===== src/rtl/core/tss_pkg.sv =====
// ----------------------------------------------------------------------------
// tss_pkg
// Shared types, codes and constants of the timed step sequencer.
// ----------------------------------------------------------------------------
package tss_pkg;

  localparam int STEP_DEPTH_DEF = 16;   // default table depth
  localparam int MAX_RESULTS    = 16;   // steps applied per tick at most
  localparam int TICK_MS        = 10;   // one tick is 10 ms

  // Field widths
  localparam int REQ_W   = 3;
  localparam int SEC_W   = 32;
  localparam int SYNC_W  = 2;
  localparam int IDX_W   = 4;
  localparam int OFF_W   = 20;
  localparam int VAL_W   = 16;
  localparam int VALS_W  = 4 * VAL_W;
  localparam int TGT_W   = 16;
  localparam int TICK_W  = 32;
  localparam int SCNT_W  = 5;
  localparam int CFG_A_W = 1;
  localparam int CFG_D_W = 32;
  localparam int RCNT_W  = $clog2(MAX_RESULTS + 1);

  // Offset in ms to ticks: x / 10 == (x * DIV10_MUL) >> DIV10_SH, exact over 20 bits
  localparam int DIV10_SH  = 23;
  localparam int DIV10_MUL = ((1 << DIV10_SH) + TICK_MS - 1) / TICK_MS;
  localparam int PROD_W    = OFF_W + DIV10_SH;

  // Configuration register indexes
  localparam logic [CFG_A_W-1:0] CFG_START_TIME = 1'd0;
  localparam logic [CFG_A_W-1:0] CFG_STEP_COUNT = 1'd1;

  // Request kinds
  localparam logic [REQ_W-1:0] REQ_TICK   = 3'd0;
  localparam logic [REQ_W-1:0] REQ_LOAD   = 3'd1;
  localparam logic [REQ_W-1:0] REQ_CONFIG = 3'd2;
  localparam logic [REQ_W-1:0] REQ_START  = 3'd3;
  localparam logic [REQ_W-1:0] REQ_STOP   = 3'd4;

  // Time sync status
  localparam logic [SYNC_W-1:0] SYNC_OK     = 2'd1;
  localparam logic [SYNC_W-1:0] SYNC_FAILED = 2'd2;

  typedef enum logic [2:0] {
    MODE_UNCONF     = 3'd0,
    MODE_CONFIGURING = 3'd1,
    MODE_AWAIT_START = 3'd2,
    MODE_AWAIT_TIME  = 3'd3,
    MODE_RUNNING     = 3'd4,
    MODE_SUCCESS     = 3'd5,
    MODE_STOPPED     = 3'd6,
    MODE_CFG_ERROR   = 3'd7
  } mode_t;

  // Table write: target ticks and the four line values
  typedef struct packed {
    logic              en;
    logic [TGT_W-1:0]  tgt;
    logic [VALS_W-1:0] vals;
  } tss_wr_t;

  // One result item
  typedef struct packed {
    mode_t             mode;
    logic              applied;
    logic [VALS_W-1:0] vals;
    logic [TICK_W-1:0] elapsed;
    logic              sync_error;
    logic              last;
  } tss_res_t;

endpackage


===== src/rtl/core/tss_table.sv =====
// ----------------------------------------------------------------------------
// tss_table
// Step table: target-tick memory and line-value memory, one write port,
// one registered read port each.
// ----------------------------------------------------------------------------
module tss_table import tss_pkg::*; #(
  parameter int STEP_DEPTH = STEP_DEPTH_DEF,
  parameter int AW         = (STEP_DEPTH > 1) ? $clog2(STEP_DEPTH) : 1
) (
  input  logic              clk,
  input  tss_wr_t           wr,
  input  logic [AW-1:0]     wr_addr,
  input  logic              tgt_rd_en,
  input  logic [AW-1:0]     tgt_rd_addr,
  output logic [TGT_W-1:0]  tgt_rdata,
  input  logic              val_rd_en,
  input  logic [AW-1:0]     val_rd_addr,
  output logic [VALS_W-1:0] val_rdata
);

  logic [TGT_W-1:0]  tgt_mem [STEP_DEPTH];
  logic [VALS_W-1:0] val_mem [STEP_DEPTH];
  logic [TGT_W-1:0]  tgt_rdata_r;
  logic [VALS_W-1:0] val_rdata_r;

  always_ff @(posedge clk) begin
    if (wr.en) begin
      tgt_mem[wr_addr] <= wr.tgt;
      val_mem[wr_addr] <= wr.vals;
    end
  end

  // Read data holds until the next read
  always_ff @(posedge clk) begin
    if (tgt_rd_en) begin
      tgt_rdata_r <= tgt_mem[tgt_rd_addr];
    end
    if (val_rd_en) begin
      val_rdata_r <= val_mem[val_rd_addr];
    end
  end

  assign tgt_rdata = tgt_rdata_r;
  assign val_rdata = val_rdata_r;

endmodule


===== src/rtl/core/tss_ctrl.sv =====
// ----------------------------------------------------------------------------
// tss_ctrl
// Command decode, mode machine and step walk. A tick first walks the due
// steps through the target memory, then replays the applied range through
// the value memory so every result carries the final mode.
// ----------------------------------------------------------------------------
module tss_ctrl import tss_pkg::*; #(
  parameter int STEP_DEPTH = STEP_DEPTH_DEF,
  parameter int AW         = (STEP_DEPTH > 1) ? $clog2(STEP_DEPTH) : 1
) (
  input  logic               clk,
  input  logic               rst_n,
  input  logic               cfg_we,
  input  logic [CFG_A_W-1:0] cfg_addr,
  input  logic [CFG_D_W-1:0] cfg_wdata,
  input  logic               in_valid,
  output logic               in_ready,
  input  logic [REQ_W-1:0]   req_type,
  input  logic [SEC_W-1:0]   now_seconds,
  input  logic [SYNC_W-1:0]  sync_status,
  input  logic [IDX_W-1:0]   step_index,
  input  logic [OFF_W-1:0]   step_offset_ms,
  input  logic [VALS_W-1:0]  step_vals,
  output tss_wr_t            wr,
  output logic [AW-1:0]      wr_addr,
  output logic               tgt_rd_en,
  output logic [AW-1:0]      tgt_rd_addr,
  input  logic [TGT_W-1:0]   tgt_rdata,
  output logic               val_rd_en,
  output logic [AW-1:0]      val_rd_addr,
  input  logic [VALS_W-1:0]  val_rdata,
  output logic               res_valid,
  output tss_res_t           res,
  input  logic               res_ready
);

  localparam int CS_W  = AW + 1;
  localparam int LIM_W = (CS_W > SCNT_W) ? CS_W : SCNT_W;
  localparam logic [CS_W-1:0] STEP_NONE = '1;

  typedef enum logic [6:0] {
    S_IDLE = 7'b0000001,
    S_EXEC = 7'b0000010,
    S_WALK = 7'b0000100,
    S_TGT  = 7'b0001000,
    S_STAT = 7'b0010000,
    S_VRD  = 7'b0100000,
    S_VOUT = 7'b1000000
  } state_t;

  state_t              state_r, state_nxt;
  mode_t               mode_r, mode_nxt;
  logic [CS_W-1:0]     cur_r, cur_nxt;
  logic                waiting_r, waiting_nxt;
  logic [TGT_W-1:0]    target_r, target_nxt;
  logic [TICK_W-1:0]   tick_r, tick_nxt;
  logic                counting_r, counting_nxt;
  logic                serr_r, serr_nxt;
  logic [SEC_W-1:0]    start_time_r, start_time_nxt;
  logic [SCNT_W-1:0]   step_count_r, step_count_nxt;
  logic [RCNT_W-1:0]   n_r, n_nxt;
  logic [CS_W-1:0]     emit_idx_r, emit_idx_nxt;

  // Latched item
  logic [REQ_W-1:0]    req_r;
  logic [SEC_W-1:0]    now_r;
  logic [SYNC_W-1:0]   sync_r;
  logic [IDX_W-1:0]    idx_r;
  logic [OFF_W-1:0]    off_r;
  logic [VALS_W-1:0]   vals_r;

  logic [PROD_W-1:0]   div_prod;
  logic [CS_W-1:0]     cur_inc;
  logic [LIM_W-1:0]    limit;
  logic                walk_done;

  assign div_prod = PROD_W'(off_r) * PROD_W'(DIV10_MUL);
  assign cur_inc  = cur_r + 1'b1;
  assign limit    = (LIM_W'(step_count_r) > LIM_W'(STEP_DEPTH)) ?
                    LIM_W'(STEP_DEPTH) : LIM_W'(step_count_r);

  always_ff @(posedge clk) begin
    if (state_r == S_IDLE && in_valid) begin
      req_r  <= req_type;
      now_r  <= now_seconds;
      sync_r <= sync_status;
      idx_r  <= step_index;
      off_r  <= step_offset_ms;
      vals_r <= step_vals;
    end
  end

  always_comb begin
    state_nxt      = state_r;
    mode_nxt       = mode_r;
    cur_nxt        = cur_r;
    waiting_nxt    = waiting_r;
    target_nxt     = target_r;
    tick_nxt       = tick_r;
    counting_nxt   = counting_r;
    serr_nxt       = serr_r;
    start_time_nxt = start_time_r;
    step_count_nxt = step_count_r;
    n_nxt          = n_r;
    emit_idx_nxt   = emit_idx_r;
    walk_done      = 1'b0;

    in_ready    = (state_r == S_IDLE);
    wr.en       = 1'b0;
    wr.tgt      = div_prod[DIV10_SH +: TGT_W];
    wr.vals     = vals_r;
    wr_addr     = AW'(idx_r);
    tgt_rd_en   = 1'b0;
    tgt_rd_addr = cur_inc[AW-1:0];
    val_rd_en   = 1'b0;
    val_rd_addr = emit_idx_r[AW-1:0];
    res_valid   = 1'b0;
    res.mode       = mode_r;
    res.applied    = 1'b0;
    res.vals       = '0;
    res.elapsed    = tick_r;
    res.sync_error = serr_r;
    res.last       = 1'b1;

    if (cfg_we) begin
      case (cfg_addr)
        CFG_START_TIME: start_time_nxt = cfg_wdata;
        CFG_STEP_COUNT: step_count_nxt = cfg_wdata[SCNT_W-1:0];
        default: ;
      endcase
    end

    case (state_r)
      S_IDLE: begin
        if (in_valid) begin
          state_nxt = S_EXEC;
        end
      end

      S_EXEC: begin
        state_nxt = S_STAT;
        case (req_r)
          REQ_TICK: begin
            if (counting_r) begin
              tick_nxt = tick_r + 1'b1;
            end
            if (mode_r == MODE_CONFIGURING) begin
              if (sync_r == SYNC_OK) begin
                mode_nxt = MODE_AWAIT_START;
              end else if (sync_r == SYNC_FAILED) begin
                mode_nxt = MODE_CFG_ERROR;
                serr_nxt = 1'b1;
              end
            end else if (mode_r == MODE_AWAIT_TIME && now_r >= start_time_r) begin
              mode_nxt     = MODE_RUNNING;
              tick_nxt     = '0;
              counting_nxt = 1'b1;
              cur_nxt      = STEP_NONE;
              waiting_nxt  = 1'b0;
            end
            n_nxt     = '0;
            state_nxt = S_WALK;
          end
          REQ_LOAD: begin
            wr.en = (int'(idx_r) < STEP_DEPTH);
          end
          REQ_CONFIG: mode_nxt = MODE_CONFIGURING;
          REQ_START:  mode_nxt = MODE_AWAIT_TIME;
          REQ_STOP: begin
            counting_nxt = 1'b0;
            mode_nxt     = MODE_STOPPED;
          end
          default: ;
        endcase
      end

      S_WALK: begin
        if (mode_r != MODE_RUNNING) begin
          walk_done = 1'b1;
        end else if (waiting_r) begin
          if (tick_r < TICK_W'(target_r) || n_r >= RCNT_W'(MAX_RESULTS)) begin
            walk_done = 1'b1;
          end else begin
            // record the applied step; applied steps form one consecutive run
            if (n_r == '0) begin
              emit_idx_nxt = cur_r;
            end
            n_nxt       = n_r + 1'b1;
            waiting_nxt = 1'b0;
          end
        end else begin
          cur_nxt = cur_inc;
          if (LIM_W'(cur_inc) < limit) begin
            tgt_rd_en = 1'b1;
            state_nxt = S_TGT;
          end else begin
            mode_nxt     = MODE_SUCCESS;
            counting_nxt = 1'b0;
          end
        end
        if (walk_done) begin
          state_nxt = (n_r == '0) ? S_STAT : S_VRD;
        end
      end

      S_TGT: begin
        target_nxt  = tgt_rdata;
        waiting_nxt = 1'b1;
        state_nxt   = S_WALK;
      end

      S_STAT: begin
        res_valid = 1'b1;
        if (res_ready) begin
          state_nxt = S_IDLE;
        end
      end

      S_VRD: begin
        val_rd_en = 1'b1;
        state_nxt = S_VOUT;
      end

      S_VOUT: begin
        res_valid   = 1'b1;
        res.applied = 1'b1;
        res.vals    = val_rdata;
        res.last    = (n_r == RCNT_W'(1));
        if (res_ready) begin
          emit_idx_nxt = emit_idx_r + 1'b1;
          n_nxt        = n_r - 1'b1;
          state_nxt    = (n_r == RCNT_W'(1)) ? S_IDLE : S_VRD;
        end
      end

      default: state_nxt = S_IDLE;
    endcase
  end

  always_ff @(posedge clk) begin
    if (!rst_n) begin
      state_r      <= S_IDLE;
      mode_r       <= MODE_UNCONF;
      cur_r        <= STEP_NONE;
      waiting_r    <= 1'b0;
      target_r     <= '0;
      tick_r       <= '0;
      counting_r   <= 1'b0;
      serr_r       <= 1'b0;
      start_time_r <= '0;
      step_count_r <= '0;
      n_r          <= '0;
      emit_idx_r   <= '0;
    end else begin
      state_r      <= state_nxt;
      mode_r       <= mode_nxt;
      cur_r        <= cur_nxt;
      waiting_r    <= waiting_nxt;
      target_r     <= target_nxt;
      tick_r       <= tick_nxt;
      counting_r   <= counting_nxt;
      serr_r       <= serr_nxt;
      start_time_r <= start_time_nxt;
      step_count_r <= step_count_nxt;
      n_r          <= n_nxt;
      emit_idx_r   <= emit_idx_nxt;
    end
  end

endmodule


===== src/rtl/core/timed_step_sequencer.sv =====
// ----------------------------------------------------------------------------
// timed_step_sequencer
// Timed playback of a table of line-condition steps, streaming in and out.
// ----------------------------------------------------------------------------
// A command's status result enters the output register from S_STAT once the
// accepted item has passed S_EXEC; a tick applying no step also passes S_WALK.
// A tick walks S_WALK and S_TGT for each step looked up, then S_VRD and S_VOUT
// for each applied step; S_STAT and S_VOUT wait for the output register.
// One item at a time; the next is accepted the cycle after its last result is taken into the output register.
// Reset (synchronous, rst_n low): mode unconfigured, no step current, counters,
// flags and output valid cleared; table contents stay undefined until loaded.
module timed_step_sequencer import tss_pkg::*; #(
  parameter int STEP_DEPTH = STEP_DEPTH_DEF
) (
  input  logic               clk,
  input  logic               rst_n,
  input  logic               cfg_we,
  input  logic [CFG_A_W-1:0] cfg_addr,
  input  logic [CFG_D_W-1:0] cfg_wdata,
  input  logic               in_tvalid,
  output logic               in_tready,
  // now_seconds, sync_status, step_index, step_offset_ms, breakage_value,
  // impedance_value, attenuation_value, resistance_value, zero fill
  input  logic [127:0]       in_tdata,
  // req_type
  input  logic [2:0]         in_tuser,
  output logic               out_tvalid,
  input  logic               out_tready,
  // mode, applied, out_breakage, out_impedance, out_attenuation,
  // out_resistance, elapsed_ticks, sync_error, zero fill
  output logic [103:0]       out_tdata,
  output logic               out_tlast
);

  localparam int AW = (STEP_DEPTH > 1) ? $clog2(STEP_DEPTH) : 1;

  tss_wr_t            wr;
  logic [AW-1:0]      wr_addr;
  logic               tgt_rd_en;
  logic [AW-1:0]      tgt_rd_addr;
  logic [TGT_W-1:0]   tgt_rdata;
  logic               val_rd_en;
  logic [AW-1:0]      val_rd_addr;
  logic [VALS_W-1:0]  val_rdata;
  logic               res_valid;
  logic               res_ready;
  tss_res_t           res;

  logic               out_valid_r;
  logic [103:0]       out_data_r;
  logic               out_last_r;

  tss_ctrl #(
    .STEP_DEPTH (STEP_DEPTH),
    .AW         (AW)
  ) u_ctrl (
    .clk            (clk),
    .rst_n          (rst_n),
    .cfg_we         (cfg_we),
    .cfg_addr       (cfg_addr),
    .cfg_wdata      (cfg_wdata),
    .in_valid       (in_tvalid),
    .in_ready       (in_tready),
    .req_type       (in_tuser),
    .now_seconds    (in_tdata[31:0]),
    .sync_status    (in_tdata[33:32]),
    .step_index     (in_tdata[37:34]),
    .step_offset_ms (in_tdata[57:38]),
    .step_vals      (in_tdata[121:58]),
    .wr             (wr),
    .wr_addr        (wr_addr),
    .tgt_rd_en      (tgt_rd_en),
    .tgt_rd_addr    (tgt_rd_addr),
    .tgt_rdata      (tgt_rdata),
    .val_rd_en      (val_rd_en),
    .val_rd_addr    (val_rd_addr),
    .val_rdata      (val_rdata),
    .res_valid      (res_valid),
    .res            (res),
    .res_ready      (res_ready)
  );

  tss_table #(
    .STEP_DEPTH (STEP_DEPTH),
    .AW         (AW)
  ) u_table (
    .clk         (clk),
    .wr          (wr),
    .wr_addr     (wr_addr),
    .tgt_rd_en   (tgt_rd_en),
    .tgt_rd_addr (tgt_rd_addr),
    .tgt_rdata   (tgt_rdata),
    .val_rd_en   (val_rd_en),
    .val_rd_addr (val_rd_addr),
    .val_rdata   (val_rdata)
  );

  // Output register: refill whenever it is empty or being drained
  assign res_ready = !out_valid_r || out_tready;

  always_ff @(posedge clk) begin
    if (!rst_n) begin
      out_valid_r <= 1'b0;
    end else if (res_ready) begin
      out_valid_r <= res_valid;
    end
  end

  always_ff @(posedge clk) begin
    if (res_ready && res_valid) begin
      out_data_r <= {3'b000, res.sync_error, res.elapsed, res.vals,
                     res.applied, res.mode};
      out_last_r <= res.last;
    end
  end

  assign out_tvalid = out_valid_r;
  assign out_tdata  = out_data_r;
  assign out_tlast  = out_last_r;

endmodule


===== config.mk =====
export PLATFORM = sky130hd
export DESIGN_NAME = timed_step_sequencer
export DESIGN_NICKNAME = d
export VERILOG_FILES = /design/src/rtl/core/tss_pkg.sv /design/src/rtl/core/tss_table.sv /design/src/rtl/core/tss_ctrl.sv /design/src/rtl/core/timed_step_sequencer.sv
export SDC_FILE = /design/constraint.sdc
export NUM_CORES = 2
export LEC_CHECK = 0
export BUFFER_PORTS_ARGS = -buffer_cell sky130_fd_sc_hd__clkbuf_2
export CAP_MARGIN = 20
export CORE_MARGIN = 3
export CORE_UTILIZATION = 62
export CTS_CLUSTER_SIZE = 12
export DETAILED_ROUTE_END_ITERATION = 8
export HOLD_SLACK_MARGIN = 0.1
export PLACE_DENSITY = 0.81
export SYNTH_ARGS = -nofsm -noshare
export SYNTH_HDL_FRONTEND = slang
export SYNTH_SLANG_ARGS = --single-unit
export TNS_END_PERCENT = 5

===== constraint.sdc =====
create_clock -name clk -period 9.65 [get_ports clk]
set_input_delay 1.93 -clock clk [delete_from_list [all_inputs] [get_ports clk]]
set_output_delay 1.93 -clock clk [all_outputs]
set_load 0.02 [all_outputs]

==> run_results.csv <==
group,metric,value,unit
clock_network,clk-insertion-delay-late,0.77,ns
drt,wl_per_cell,32.3,µm
clock_network,post_cts_buffers,0,
critical_path,cp.required,10.07,ns
drt,drt_wl_total,184000,µm
critical_path,reg2reg_to,"u_table.tgt_mem[2][14]$_DFFE_PP_",
logic_synthesis,ys_seq_area_share,70.1,%
sta,fin_crit_sh,75.1,%
floorplan,initial_core_util,62.9,%
logic_synthesis,synth_seq_cells,1700,
min_path,hp-class,"flop to flop",
critical_path,r2r_cells,18,
clock_network,clk_pin_slew,0.06,ns
sta,slew_viol_final,0,
run_status,status,"completed",
global_routing,antenna_found_initial,6,
floorplan,dieArea,0.119,mm²
clock_network,cts_tree,"built",
final_layout,multiInputGateArea,0.0199,mm²
critical_path,endpoint_kind,"flop",
place,io_buffers,266,
clock_network,cts_max_path_buffers,3,
drt,avgViaCountPerCell,6.79,
logic_synthesis,synth_edf_count,1587,
final_layout,syn_to_final_growth,11.6,%
logic_synthesis,yosys_warnings,0,
critical_path,crit_type,"flop to flop",
critical_path,critPathMaxFanout,16,
sta,fin_crit,7.25,ns
place,gp_congestion,0.886,
critical_path,startpoint_type,"flop",
sta,relSlewSlack,23.3,%
logic_synthesis,synthArstFlopShare,0,%
drt,drt-pass1-iter-count,8,
final_layout,seqCellArea,0.0499,mm²
clock_network,numCtsBuffers,168,
logic_synthesis,yosys.area.top_type,"edfxtp_1",
global_routing,grt_pass1_wl,270000,µm
critical_path,crit_arrival,7.67,ns
logic_synthesis,ys_types,75,
floorplan,die_x,345,µm
floorplan,rows,123,
final_layout,drive_gt1_share,23.7,%
drt,drc,0,
global_routing,first_global_vias,40000,
clock_network,cts_resized,0,
global_routing,grt_use_total,31.7,%
sta,finClkSkew,0.0291,ns
clock_network,cts_hold_buf,0,
drt,ant_nets,0,
sta,fmax,138,MHz
floorplan,die_h,345,µm
critical_path,worstSetupEndpoint,"u_table.tgt_mem[2][14]$_DFFE_PP_",
floorplan,io_pins,276,
critical_path,r2r_slack,2.40,ns
logic_synthesis,yosysTopAreaCellShare,66.9,%
global_routing,grt_max_degree,71,
final_layout,post-route-util,70.2,%
logic_synthesis,synth.most_common_cell,"edfxtp_1",
final_layout,fillers,6603,
drt,num_vias,38700,
flow_run,maxCapViolations,0,
floorplan,core,0.113,mm²
sta,tns,0,ns
logic_synthesis,synth_cells,3743,
clock_network,h-tree-depth,4,
sta,finalHoldViolCount,0,
logic_synthesis,synth.cells.most_frequent,"edfxtp_1 (1587), mux4_2 (400), ha_1 (257), inv_1 (256), nand2_1 (168)",
place,dp_hpwl,95200,µm
logic_synthesis,syn_area_per_cell,19.0,µm²
sta,setup_viol,0,
sta,hold_slack,0.453,ns
logic_synthesis,ys.flop_type,"edfxtp_1",
clock_network,cts_num_sinks,1700,
final_layout,num_antenna_cells,0,
critical_path,rr_startpoint,"u_ctrl.off_r[9]$_DFFE_PP_",
critical_path,cp-startpoint,"u_ctrl.off_r[9]$_DFFE_PP_",
sta,rsz0062_at_grt,"no",
final_layout,layout.nets,4676,
drt,drtIter0Drc,5160,
sta,tightest_slew,1.15,ns
logic_synthesis,synth_area_leaders,"edfxtp_1 (67%), mux4_2 (13%), ha_1 (4.5%), fa_1 (3.6%), dfxtp_1 (3.2%)",
min_path,min_path_cells,2,
clock_network,root_buffer,"clkbuf_16",
global_routing,gr-total-overflow,0,
logic_synthesis,netlist_area,0.0712,mm²
[registers in the layout (all words and copies together) (netlist names), 7 cells and up]
| name | flops |
|---|---|
| u_ctrl.vals_r | 64 |
| u_table.tgt_rdata | 16 |
| u_ctrl.target_r | 16 |
| u_ctrl.off_r | 20 |
| u_table.val_mem | 1024 |
| u_table.val_rdata | 64 |
| u_ctrl.now_r | 32 |
| u_ctrl.state_r | 7 |
| u_ctrl.start_time_r | 32 |
| u_table.tgt_mem | 256 |
| out_tdata | 101 |
| u_ctrl.tick_r | 32 |
[worst max-delay path, stage by stage, from the launching register on]
cell      delay, ns
edfxtp_1       0.55
ha_1           0.60
xor2_1         0.20
ha_1           0.26
inv_1          0.07
fa_1           0.44
fa_1           0.50
inv_1          0.06
fa_1           0.47
fa_1           0.40
ha_1           0.21
ha_1           0.42
and3_1         0.27
nand4_1        0.36
a2111o_1       0.48
a211o_1        0.35
o311a_1        0.24
a21oi_1        0.24
xor2_1         0.79
[area by class of cell]
type,count,share of cell area [%]
repair buffers,342,2.44
inverters,258,1.22
clock inverters,29,0.287
multi-input cells,1651,25.1
well taps,1500,2.36
flip-flops and latches,1700,62.8
clock buffers,219,5.77
[cell families (layout without fill, tap and decap cells)]
group	Yosys count	after routing	synth area share [%]
flops	1700	1700	70.1
simple gates	523	523	3.69
mux	402	402	12.7
buf+inv	394	848	2.12
fa+ha+maj	386	386	8.14
compound gates	267	267	2.38
xor+xnor	70	70	0.861
other cells	1	3	0.00527
[worst min path at each step]
stage	startpoint	to	slack [ns]
2_1_floorplan	u_ctrl.serr_r$_SDFFE_PN0P_	out_tdata[100]$_DFFE_PP_	0.41
6_report	u_ctrl.start_time_r[13]$_SDFFE_PN0P_	u_ctrl.start_time_r[13]$_SDFFE_PN0P_	0.45
5_1_grt	u_ctrl.serr_r$_SDFFE_PN0P_	out_tdata[100]$_DFFE_PP_	0.47
3_5_place_dp	u_ctrl.serr_r$_SDFFE_PN0P_	out_tdata[100]$_DFFE_PP_	0.44
3_3_place_gp	u_ctrl.serr_r$_SDFFE_PN0P_	out_tdata[100]$_DFFE_PP_	0.42
4_1_cts	u_ctrl.start_time_r[19]$_SDFFE_PN0P_	u_ctrl.start_time_r[19]$_SDFFE_PN0P_	0.45
[per-stage QoR]
step                      area, µm²  cells  worst slack (ns)
final                         79500   5699              2.40
after global routing          79500   5699              2.18
after CTS                     79300   5689              2.37
after detailed placement      74500   5441              2.51
after global placement        74500   5440              2.77
after floorplan               71200   3745              2.07
[cell usage in the layout, fill, tap and decap left out, types with 6 or more instances in the layout]
master     instances
clkbuf_8           6
o21ai_0           31
nor2_1            86
clkinv_2           8
nand2_1          168
and4_1             8
nand2b_1           7
xnor2_1           30
o21bai_1           9
nor2b_1            8
nor4_1            11
clkbuf_1          39
nand4_1           28
a31oi_1           11
clkbuf_2         266
or2_2              8
and3_1             8
and2_1            79
clkbuf_16        174
mux4_2           400
ha_1             256
edfxtp_1        1587
inv_1            255
fa_1             129
nand3b_1           6
clkinv_1          10
a211oi_1          19
nor2_4            13
a21oi_1          117
or3_1              6
a21o_1            17
nor3_1            25
buf_4             74
dfxtp_1          108
o211ai_1           6
nand3_1           41
xor2_1            37
[layer usage]
layer	GRT usage, %	vias up	part of all wire, %
met5	0	-	0.0076
met4	14.5	2	5.0
met3	6.30	604	9.9
met2	52.2	2937	50
met1	41.5	19700	35
li1	-	15400	-
Power is not shown: default switching activity piles up to over one toggle a cycle in this logic, so the estimate is an artifact.
